$ cat config.mk
export PLATFORM = sky130hd
export DESIGN_NAME = wildcard_mask_match_unit
export DESIGN_NICKNAME = d
export VERILOG_FILES = /design/src/sv/wmm_pkg.sv /design/src/sv/wmm_mask_store.sv /design/src/sv/wmm_nfa.sv /design/src/sv/wildcard_mask_match_unit.sv
export SDC_FILE = /design/constraint.sdc
export NUM_CORES = 1
export LEC_CHECK = 0
export ABC_AREA = 1
export BUFFER_PORTS_ARGS = -buffer_cell sky130_fd_sc_hd__buf_4
export CAP_MARGIN = 20
export CORE_ASPECT_RATIO = 1.5
export CORE_UTILIZATION = 38
export CTS_BUF_LIST = sky130_fd_sc_hd__clkbuf_4 sky130_fd_sc_hd__clkbuf_8 sky130_fd_sc_hd__clkbuf_16
export DETAILED_ROUTE_END_ITERATION = 10
export SLEW_MARGIN = 20
export SYNTH_ARGS = -nofsm -noshare
export SYNTH_HDL_FRONTEND = slang
export SYNTH_SLANG_ARGS = --single-unit
$ cat constraint.sdc
create_clock -name clk -period 3.2 [get_ports clk]
set_clock_uncertainty 0.15 [all_clocks]
set_input_delay 0.32 -clock clk [delete_from_list [all_inputs] [get_ports clk]]
set_output_delay 0.32 -clock clk [all_outputs]
set_load 0.1 [all_outputs]
$ cat src/sv/wmm_pkg.sv
`timescale 1ns / 1ps
`default_nettype none

package wmm_pkg;

    localparam int MASK_LEN     = 32;
    localparam int LIVE_W       = MASK_LEN + 1;
    localparam int LEN_W        = $clog2(MASK_LEN + 1);
    localparam int IDX_W        = $clog2(MASK_LEN);
    localparam int CLOSE_LEVELS = $clog2(LIVE_W);

    localparam logic [7:0] CH_STAR  = 8'h2A;
    localparam logic [7:0] CH_QMARK = 8'h3F;
    localparam logic [7:0] CH_UPPER_A = 8'h41;
    localparam logic [7:0] CH_UPPER_Z = 8'h5A;
    localparam logic [7:0] CASE_OFFSET = 8'h20;

    typedef enum logic [1:0] {
        CMD_CLEAR  = 2'd0,
        CMD_APPEND = 2'd1,
        CMD_NAME   = 2'd2,
        CMD_END    = 2'd3
    } cmd_t;

    typedef struct packed {
        cmd_t       cmd;
        logic [7:0] data;
    } item_t;

    typedef struct packed {
        logic matched;
        logic mask_overflow;
    } result_t;

    typedef logic [LIVE_W-1:0] live_t;

    typedef struct packed {
        logic clear;
        logic append;
    } store_ctl_t;

    typedef struct packed {
        logic restart;
        logic consume;
    } nfa_ctl_t;

    typedef struct packed {
        logic [MASK_LEN-1:0]       star;
        logic [MASK_LEN-1:0]       qmark;
        logic [MASK_LEN-1:0]       used;
        logic [MASK_LEN-1:0][7:0]  lbyte;
        logic [LEN_W-1:0]          len;
    } mask_view_t;

    function automatic logic [7:0] lower_byte(input logic [7:0] c);
        if (c >= CH_UPPER_A && c <= CH_UPPER_Z)
        begin
            return c + CASE_OFFSET;
        end
        return c;
    endfunction

    // Segmented prefix OR: a live position spreads forward across each run of stars.
    function automatic live_t star_closure(input live_t s, input logic [MASK_LEN-1:0] star);
        live_t g;
        live_t pr;
        live_t g_prev;
        live_t pr_prev;
        g  = s;
        pr = {star, 1'b0};
        for (int lvl = 0; lvl < CLOSE_LEVELS; lvl++)
        begin
            g_prev  = g;
            pr_prev = pr;
            for (int q = 0; q < LIVE_W; q++)
            begin
                if (q >= (1 << lvl))
                begin
                    g[q]  = g_prev[q] | (pr_prev[q] & g_prev[q - (1 << lvl)]);
                    pr[q] = pr_prev[q] & pr_prev[q - (1 << lvl)];
                end
            end
        end
        return g;
    endfunction

endpackage

`default_nettype wire

$ cat src/sv/wmm_mask_store.sv
`timescale 1ns / 1ps
`default_nettype none

module wmm_mask_store (
    input  wire logic                clk,
    input  wire logic                rst_n,
    input  wire wmm_pkg::store_ctl_t ctl,
    input  wire logic [7:0]          data,
    output wmm_pkg::mask_view_t      view,
    output logic                     overflow
);

    logic [wmm_pkg::LEN_W-1:0]         len_reg;
    logic [wmm_pkg::LEN_W-1:0]         len_next;
    logic                              ovf_reg;
    logic                              ovf_next;
    logic [wmm_pkg::MASK_LEN-1:0][7:0] lbyte_reg;
    logic [wmm_pkg::MASK_LEN-1:0]      star_reg;
    logic [wmm_pkg::MASK_LEN-1:0]      qmark_reg;
    logic                              has_room;

    assign has_room = len_reg < wmm_pkg::LEN_W'(wmm_pkg::MASK_LEN);

    always_comb
    begin
        len_next = len_reg;
        ovf_next = ovf_reg;
        if (ctl.clear)
        begin
            len_next = '0;
            ovf_next = 1'b0;
        end
        else if (ctl.append)
        begin
            if (has_room)
            begin
                len_next = len_reg + 1'b1;
            end
            else
            begin
                ovf_next = 1'b1;
            end
        end
    end

    always_ff @(posedge clk or negedge rst_n)
    begin
        if (!rst_n)
        begin
            len_reg <= '0;
            ovf_reg <= 1'b0;
        end
        else
        begin
            len_reg <= len_next;
            ovf_reg <= ovf_next;
        end
    end

    always_ff @(posedge clk)
    begin
        if (ctl.append && has_room)
        begin
            lbyte_reg[len_reg[wmm_pkg::IDX_W-1:0]] <= wmm_pkg::lower_byte(data);
            star_reg[len_reg[wmm_pkg::IDX_W-1:0]]  <= (data == wmm_pkg::CH_STAR);
            qmark_reg[len_reg[wmm_pkg::IDX_W-1:0]] <= (data == wmm_pkg::CH_QMARK);
        end
    end

    always_comb
    begin
        for (int p = 0; p < wmm_pkg::MASK_LEN; p++)
        begin
            view.used[p] = wmm_pkg::LEN_W'(p) < len_reg;
        end
        view.star  = star_reg & view.used;
        view.qmark = qmark_reg & view.used;
        view.lbyte = lbyte_reg;
        view.len   = len_reg;
    end

    assign overflow = ovf_reg;

    a_len_bound: assert property (@(posedge clk) disable iff (!rst_n)
        len_reg <= wmm_pkg::LEN_W'(wmm_pkg::MASK_LEN))
        else $error("mask length beyond capacity");

    a_ovf_full: assert property (@(posedge clk) disable iff (!rst_n)
        ovf_reg |-> len_reg == wmm_pkg::LEN_W'(wmm_pkg::MASK_LEN))
        else $error("overflow flagged while the mask is not full");

    a_append_grow: assert property (@(posedge clk) disable iff (!rst_n)
        ctl.append && !ctl.clear && has_room |=> len_reg == $past(len_reg) + 1'b1)
        else $error("append did not grow the mask");

endmodule

`default_nettype wire

$ cat src/sv/wmm_nfa.sv
`timescale 1ns / 1ps
`default_nettype none

module wmm_nfa (
    input  wire logic                clk,
    input  wire logic                rst_n,
    input  wire wmm_pkg::nfa_ctl_t   ctl,
    input  wire logic [7:0]          data,
    input  wire wmm_pkg::mask_view_t view,
    output logic                     hit
);

    wmm_pkg::live_t live_reg;
    wmm_pkg::live_t live_next;
    wmm_pkg::live_t closed;
    wmm_pkg::live_t stepped;
    logic [7:0]     lc;

    assign closed = wmm_pkg::star_closure(live_reg, view.star);
    assign lc     = wmm_pkg::lower_byte(data);
    assign hit    = closed[view.len];

    always_comb
    begin
        stepped = '0;
        for (int p = 0; p < wmm_pkg::MASK_LEN; p++)
        begin
            if (closed[p] && view.star[p])
            begin
                stepped[p] = 1'b1;
            end
            if (closed[p] && view.used[p] && !view.star[p]
                && (view.qmark[p] || view.lbyte[p] == lc))
            begin
                stepped[p + 1] = 1'b1;
            end
        end
    end

    always_comb
    begin
        live_next = live_reg;
        if (ctl.restart)
        begin
            live_next = wmm_pkg::LIVE_W'(1);
        end
        else if (ctl.consume)
        begin
            live_next = stepped;
        end
    end

    always_ff @(posedge clk or negedge rst_n)
    begin
        if (!rst_n)
        begin
            live_reg <= wmm_pkg::LIVE_W'(1);
        end
        else
        begin
            live_reg <= live_next;
        end
    end

    a_restart_start: assert property (@(posedge clk) disable iff (!rst_n)
        ctl.restart |=> live_reg == wmm_pkg::LIVE_W'(1))
        else $error("name restart did not leave only the first position live");

    a_live_in_range: assert property (@(posedge clk) disable iff (!rst_n)
        (live_reg >> view.len) <= wmm_pkg::LIVE_W'(1))
        else $error("live position beyond the end of the mask");

    a_dead_stays: assert property (@(posedge clk) disable iff (!rst_n)
        live_reg == '0 && !ctl.restart |=> live_reg == '0)
        else $error("dead match state came back to life");

endmodule

`default_nettype wire

$ cat src/sv/wildcard_mask_match_unit.sv
`timescale 1ns / 1ps
`default_nettype none

// A result is registered when its end-of-name item leaves the input register.
// One item per cycle while no stalled result holds an end-of-name item; live positions are registered per name byte.
// An end-of-name item waits in the input register only while an earlier result is stalled.
// Reset empties the mask, clears the overflow flag and restarts the name.
// The mask byte storage itself is not cleared by reset.

module wildcard_mask_match_unit (
    input  wire logic             clk,
    input  wire logic             rst_n,
    input  wire logic             item_valid,
    output logic                  item_stall,
    input  wire wmm_pkg::item_t   item,
    output logic                  result_valid,
    input  wire logic             result_stall,
    output wmm_pkg::result_t      result
);

    logic                 s1_valid_reg;
    logic                 s1_valid_next;
    wmm_pkg::item_t       s1_item_reg;
    logic                 s1_fire;
    logic                 end_fire;
    logic                 res_valid_reg;
    logic                 res_valid_next;
    wmm_pkg::result_t     res_reg;
    wmm_pkg::store_ctl_t  store_ctl;
    wmm_pkg::nfa_ctl_t    nfa_ctl;
    wmm_pkg::mask_view_t  view;
    logic                 overflow;
    logic                 hit;

    assign s1_fire = s1_valid_reg
        && (s1_item_reg.cmd != wmm_pkg::CMD_END || !res_valid_reg || !result_stall);
    assign item_stall = s1_valid_reg && !s1_fire;
    assign end_fire = s1_fire && s1_item_reg.cmd == wmm_pkg::CMD_END;

    always_comb
    begin
        store_ctl = '0;
        nfa_ctl   = '0;
        if (s1_fire)
        begin
            unique case (s1_item_reg.cmd)
                wmm_pkg::CMD_CLEAR:
                begin
                    store_ctl.clear = 1'b1;
                    nfa_ctl.restart = 1'b1;
                end
                wmm_pkg::CMD_APPEND:
                begin
                    store_ctl.append = 1'b1;
                    nfa_ctl.restart  = 1'b1;
                end
                wmm_pkg::CMD_NAME:
                begin
                    nfa_ctl.consume = 1'b1;
                end
                wmm_pkg::CMD_END:
                begin
                    nfa_ctl.restart = 1'b1;
                end
                default:
                begin
                    nfa_ctl.restart = 1'b0;
                end
            endcase
        end
    end

    wmm_mask_store u_store (
        .clk      (clk),
        .rst_n    (rst_n),
        .ctl      (store_ctl),
        .data     (s1_item_reg.data),
        .view     (view),
        .overflow (overflow)
    );

    wmm_nfa u_nfa (
        .clk   (clk),
        .rst_n (rst_n),
        .ctl   (nfa_ctl),
        .data  (s1_item_reg.data),
        .view  (view),
        .hit   (hit)
    );

    always_comb
    begin
        s1_valid_next = s1_valid_reg;
        if (item_valid && !item_stall)
        begin
            s1_valid_next = 1'b1;
        end
        else if (s1_fire)
        begin
            s1_valid_next = 1'b0;
        end
    end

    always_comb
    begin
        res_valid_next = res_valid_reg;
        if (end_fire)
        begin
            res_valid_next = 1'b1;
        end
        else if (!result_stall)
        begin
            res_valid_next = 1'b0;
        end
    end

    always_ff @(posedge clk or negedge rst_n)
    begin
        if (!rst_n)
        begin
            s1_valid_reg  <= 1'b0;
            res_valid_reg <= 1'b0;
        end
        else
        begin
            s1_valid_reg  <= s1_valid_next;
            res_valid_reg <= res_valid_next;
        end
    end

    always_ff @(posedge clk)
    begin
        if (item_valid && !item_stall)
        begin
            s1_item_reg <= item;
        end
        if (end_fire)
        begin
            res_reg.matched       <= hit && !overflow;
            res_reg.mask_overflow <= overflow;
        end
    end

    assign result_valid = res_valid_reg;
    assign result       = res_reg;

    a_end_gives_result: assert property (@(posedge clk) disable iff (!rst_n)
        end_fire |=> result_valid)
        else $error("end-of-name item produced no result");

    a_stall_only_held: assert property (@(posedge clk) disable iff (!rst_n)
        item_stall |-> s1_valid_reg && s1_item_reg.cmd == wmm_pkg::CMD_END
            && res_valid_reg && result_stall)
        else $error("input stalled without a blocked result");

    a_no_match_on_ovf: assert property (@(posedge clk) disable iff (!rst_n)
        result_valid && result.matched |-> !result.mask_overflow)
        else $error("match reported with an overflowed mask");

    a_result_from_end: assert property (@(posedge clk) disable iff (!rst_n)
        $rose(result_valid) |-> $past(end_fire))
        else $error("result appeared without an end-of-name item");

endmodule

`default_nettype wire

==> metrics.csv, run 1 <==
metric,value,unit
numCtsBuffers,35,
wl_met3,1910,um
die_h,271,um
final_common_cell,nand2_1,
core,0.0476,sq mm
drt-initial-drc-count,857,
tightest_slew,731,ps
reg2regPathDepth,15,
p_leak,8.09,nW
cts_tree,built,
ys.flop_type,edfxtp_1,
syn_avg_cell_area,10.3,sq um
syn_to_final_growth,17.1,%
grt_max_degree,43,
nets,1942,
root_buffer,clkbuf_16,
grt_antenna_before_repair,0,
path_max_fanout,29,
startpoint_type,flop,
rrSetupSlack,160,ps
routed.top_layer,met4,
fin_crit_sh,95.1,%
ys_ff_latch,374,
final_antenna_net_count,0,
hpwl,38600,um
grt-ovfl-total,0,
rr_startpoint,s1_item_reg[4],
p_per_area,483,mW/mm^2
wl_met1,20600,um
gp_congestion,1.01,
yosys.area.top_type,edfxtp_1,
fin_setup_tns,0,ps
insertedDiodeCount,0,
avgRoutedWirePerCell,20.7,um
syn-instance-count,1768,
wirelength,52600,um
whs,216,ps
drive_above_1_share,18.1,%
cts_max_level,2,
relSlewSlack,51.2,%
synth_edf_count,332,
status,finished clean,
routed-via-count,13600,
clk-insertion-delay-late,540,ps
pre_cts_ws,-103,ps
worst_ep_arrival_time,3340,ps
min_path_type,input port to asynchronous set/reset pin,
drt_pre_antenna_iters,5,
reg2reg_to,u_nfa.live_reg[28],
required,3500,ps
cts_max_path_buffers,3,
finalCriticalPeriod,3040,ps
seq_area_frac_synth,60.3,%
portBuffers,17,
finalSetupViolCount,0,
layout_common_cells,"371 x nand2_1, 332 x edfxtp_1, 150 x inv_1",
fp.dieW,181,um
io_pins,18,
avgViaCountPerCell,5.32,
ys_warn_count,0,
grt_pass1_vias,13700,
critical_path_class,flop to flop,
postPlaceCellArea,0.0201,sq mm
yosys-top-cells-area,"edfxtp_1 55%, nand2_1 7.7%, dfrtp_1 5.6%, xor2_1 4.4%, inv_1 3.1%",
syn_nets,1787,
ir_worst_vdd,0.285,mV
clk_pin_slew,60,ps
dieArea,0.0490,sq mm
post_cts_buffers,0,
end_kind,flop,
maxCapViolations,0,
wl_met2,26900,um
finalHoldViolations,0,
num_rows,98,
fin_area,0.0214,sq mm
cts_sinks,374,
largest_reg_flops,256,
setup_ws,156,ps
grt.total_usage,21.7,%
synthArstFlopShare,11.2,%
max_freq,328,MHz
initial_core_util,38.4,%
grt_first_pass_wirelength,80300,um
synth_cell_types,51,
drv_slew,0,
drc,0,
synth_top_area_share,54.6,%
synth.cell_area,0.0183,sq mm
per-layer routing:
layer	track usage (%)	up-vias
li1	-	6404
met2	38.7	362
met5	0	-
met3	2.01	138
met4	13.0	0
met1	25.2	6650
power breakdown:
part           total [mW]  internal, mW  switching (mW)  leakage [nW]
clock network        4.01          2.24            1.76         0.547
logic               0.949         0.314           0.634          4.00
registers            5.38          5.35          0.0327          3.54
total                10.3          7.91            2.43          8.09
critical path, stage by stage (launching register included):
cell	delay [ps]
edfxtp_1	480
clkinv_1	220
nand4_1	140
nand2_1	50
inv_1	70
nand2_1	90
nand2_2	220
buf_12	230
xnor2_1	150
nand2_1	100
o31ai_2	340
nand4_1	310
buf_4	230
nand2_1	50
nand2_1	40
o21ai_0	80
cell families after synthesis:
family,share of synthesized area (%)
flops,60.3
xor+xnor,6.38
compound gates,7.93
simple gates,20.1
buf+inv,4.88
fa+ha+maj,0.342
cell usage after synthesis, types with 6 or more instances:
master,number
clkbuf_1,25
inv_1,150
nor4_1,28
nand3_2,12
xnor2_1,42
buf_4,7
xor2_1,91
clkinv_1,6
nor3_1,23
buf_2,15
o211ai_1,11
inv_2,8
nand2_2,20
edfxtp_1,332
o2111ai_1,9
nand2_1,375
or2_2,38
a21oi_1,53
nor2_1,124
o21ai_0,89
nand4_1,34
o22ai_1,24
dfrtp_1,41
nor2_2,17
a31oi_1,6
o21ai_1,14
o21bai_1,8
nor2_4,7
nand3_1,104
how the worst max path moves through the flow:
stage,from,depth (start not counted),endpoint
floorplan,s1_item_reg[4],14,u_nfa.live_reg[29]
global placement,u_store.len_reg[4],18,result[1]
detailed placement,u_store.len_reg[4],18,result[1]
CTS,u_store.len_reg[4],16,result[1]
global route,u_store.len_reg[0],20,result[1]
finish,s1_item_reg[4],15,u_nfa.live_reg[28]
area by class of cell:
type	instances	area (sq um)
Fill cell	4430	26200
Sequential cell	374	11000
Multi-Input combinational cell	1175	6450
Timing Repair Buffer	172	1450
Clock buffer	46	976
Tap cell	600	751
Inverter	165	624
Clock inverter	15	115
per-stage QoR:
stage                     utilization [%]  cells  power, mW
final                                45.0   2547       10.3
after floorplan                         -   1768       6.02
after CTS                            44.8   2547       10.4
after global placement               42.3   2473       6.41
after detailed placement             42.3   2473       6.41
after global routing                 45.0   2547       10.7
timing repair:
item                                    4_1_cts  5_1_grt
pin swaps                                     0        0
hold endpoints to repair                     53        0
resized for setup                             2       22
hold buffers                                 13        0
endpoints found under the setup margin        4        8
(Power assumes the default switching activity.)
==> run 2: changes to the inputs <==
SETUP_SLACK_MARGIN = 0.5   (was unset)
==> run 2 against run 1 <==
Critical path depth is 3 higher. First-iteration DRC count is 4.7% higher. Global-route usage is 0.80 points higher. Largest cell class unchanged. Highest routed layer unchanged.
==> metrics.csv, run 2 (synthesis results as in run 1) <==
metric,value,unit,change
status,finished clean,,
fin_crit_sh,84.8,%,-10 points
grt.total_usage,22.5,%,+0.80 points
finalCriticalPeriod,2710,ps,-332 ps
clk-insertion-delay-late,560,ps,+20 ps
insertedDiodeCount,0,,unchanged
crit_chain,nor2_4 > buf_6 > nand3_4 > nand3_1 > nand2_1 > a21oi_2 > nand2_2 > buf_12 > nand2_1 > nand3_4 > nand3_4 > nand3_1 > nand2_1 > inv_1 > nand2_1 > nand2_1 > nand3_1 > a21oi_1,,
cts_max_path_buffers,3,,unchanged
cts_max_level,2,,unchanged
path_max_fanout,5,,-83%
routed-via-count,14000,,+3.2%
core,0.0476,sq mm,unchanged
finalHoldViolations,0,,unchanged
critical_path_class,flop to flop,,
ir_worst_vdd,0.321,mV,+13%
die_h,271,um,unchanged
root_buffer,clkbuf_16,,
drt_pre_antenna_iters,5,,unchanged
wirelength,55600,um,+5.7%
fin_area,0.0233,sq mm,+8.7%
grt-ovfl-total,0,,unchanged
multi_input_area,0.00754,sq mm,+17%
grt_first_pass_wirelength,82900,um,+3.3%
nFillCells,4346,,-1.9%
max_freq,369,MHz,+12%
pre_cts_ws,-12.5,ps,+90.0 ps
rr_startpoint,u_store.len_reg[5],,
final_cells,2614,,+2.6%
setup_ws,488,ps,+332 ps
grt_pass1_vias,13900,,+1.0%
maxCapViolations,0,,unchanged
num_rows,98,,unchanged
io_pins,18,,unchanged
required,3370,ps,-130 ps
hpwl,39200,um,+1.6%
clk_pin_slew,90,ps,+30 ps
avgViaCountPerCell,5.35,,+0.56%
slowest_stage,dfrtp_2,,
reg2regPathDepth,18,,+3
drive_above_1_share,30.2,%,+12 points
worst_ep_arrival_time,2880,ps,-460 ps
cp_common_cell,nand2_1,,
rsz0062_at_grt,true,,
drc,0,,unchanged
cts_sinks,374,,unchanged
grt_antenna_before_repair,0,,unchanged
finalSetupViolCount,0,,unchanged
seqCellArea,0.0110,sq mm,about the same
dp_cells,2475,,+0.081%
critPathMaxStageDelay,470,ps,about the same
final_util,48.9,%,+3.9 points
reg2reg_to,result[1],,
p_leak,8.79,nW,+8.7%
syn_to_final_growth,27.3,%,
initial_core_util,38.4,%,unchanged
grt_max_degree,54,,+26%
whs,205,ps,-10.4 ps
postPlaceCellArea,0.0201,sq mm,about the same
drv_slew,0,,unchanged
portBuffers,17,,unchanged
gp_congestion,0.978,,-3.2%
largest_reg_flops,256,,unchanged
numCtsBuffers,37,,+5.7%
cts_tree,built,,
rrSetupSlack,490,ps,+330 ps
startpoint_type,flop,,
dieArea,0.0490,sq mm,unchanged
min_path_type,input port to asynchronous set/reset pin,,
final_antenna_net_count,0,,unchanged
nets,2005,,+3.2%
final_common_cell,edfxtp_1,,
end_kind,flop,,
layout_common_cells,"332 x edfxtp_1, 299 x nand2_1, 180 x buf_4",,
relSlewSlack,30.1,%,-21 points
avgRoutedWirePerCell,21.3,um,+3.0%
drt-initial-drc-count,897,,+4.7%
p_per_area,470,mW/mm^2,-2.7%
tightest_slew,1040,ps,+314 ps
fp.dieW,181,um,unchanged
run 2: cell count changes in the layout (fill, tap and decap cells not counted), moves of 10 or more:
cell     delta
nand3_4    +20
a21oi_1    -13
nor2_1     -26
nand3_1    -30
nand3_2    +10
inv_1      -13
nor2_4     +29
buf_4      +32
buf_6      +18
nand2_2    +51
o21ai_0    -12
nand2_4    +18
nand2_1    -72
run 2: layout make-up:
class                   instances  area share, %
clock buffers                  47           4.30
clock inverters                20          0.893
inverters                     165           2.79
multi-input cells            1175           32.4
flip-flops and latches        374           47.4
well taps                     600           3.23
repair buffers                232           8.94
repair inverters                1         0.0323
run 2: metrics by stage:
step | total power, mW | setup TNS (ps)
final | 10.9 | 0
after global routing | 11.3 | 0
after CTS | 10.9 | 0
after detailed placement | 6.41 | -12.5
after global placement | 6.40 | -0.959
after floorplan | 6.04 | 0
run 2: report_power, final:
group	internal [mW]	leakage (nW)	total [mW]	switching (mW)
clock	2.55	0.609	4.42	1.86
sequential	5.35	3.53	5.39	0.0375
combinational	0.423	4.65	1.14	0.715
run 2: layer usage:
metal	global-route usage [%]	wire [um]	up-vias
met5	0	0	-
met4	12.3	3470	0
met3	1.99	1540	166
met2	40.5	28600	337
met1	26.3	22000	6944
li1	-	-	6541
run 2: timing repair:
| item | CTS | global route |
|---|---|---|
| hold endpoints to repair | 53 | 0 |
| pin swaps | 22 | 72 |
| setup buffers | 22 | 35 |
| gates cloned | 1 | 1 |
| resized for setup | 141 | 202 |
| setup endpoints to repair | 33 | 30 |
| hold buffers | 13 | 0 |
run 2: worst max path at each step:
stage                        from                 end  slack [ps]  cells past startpoint
2_1_floorplan      s1_item_reg[1]  u_nfa.live_reg[16]         500                     14
3_3_place_gp   u_store.len_reg[5]           result[1]          -1                     19
3_5_place_dp   u_store.len_reg[5]           result[1]         -10                     19
4_1_cts        u_store.len_reg[4]           result[1]         470                     20
5_1_grt        u_store.len_reg[1]           result[1]         330                     18
6_report       u_store.len_reg[5]           result[1]         490                     18
run 2: worst max-delay path, delay by kind of cell (launching register included):
| family | cells | cell delay, ps |
|---|---|---|
| AO/OA/AOI/OAI | 2 | 210 |
| buffers and inverters | 3 | 360 |
| flip-flops | 1 | 470 |
| AND/OR/NAND/NOR | 13 | 1270 |
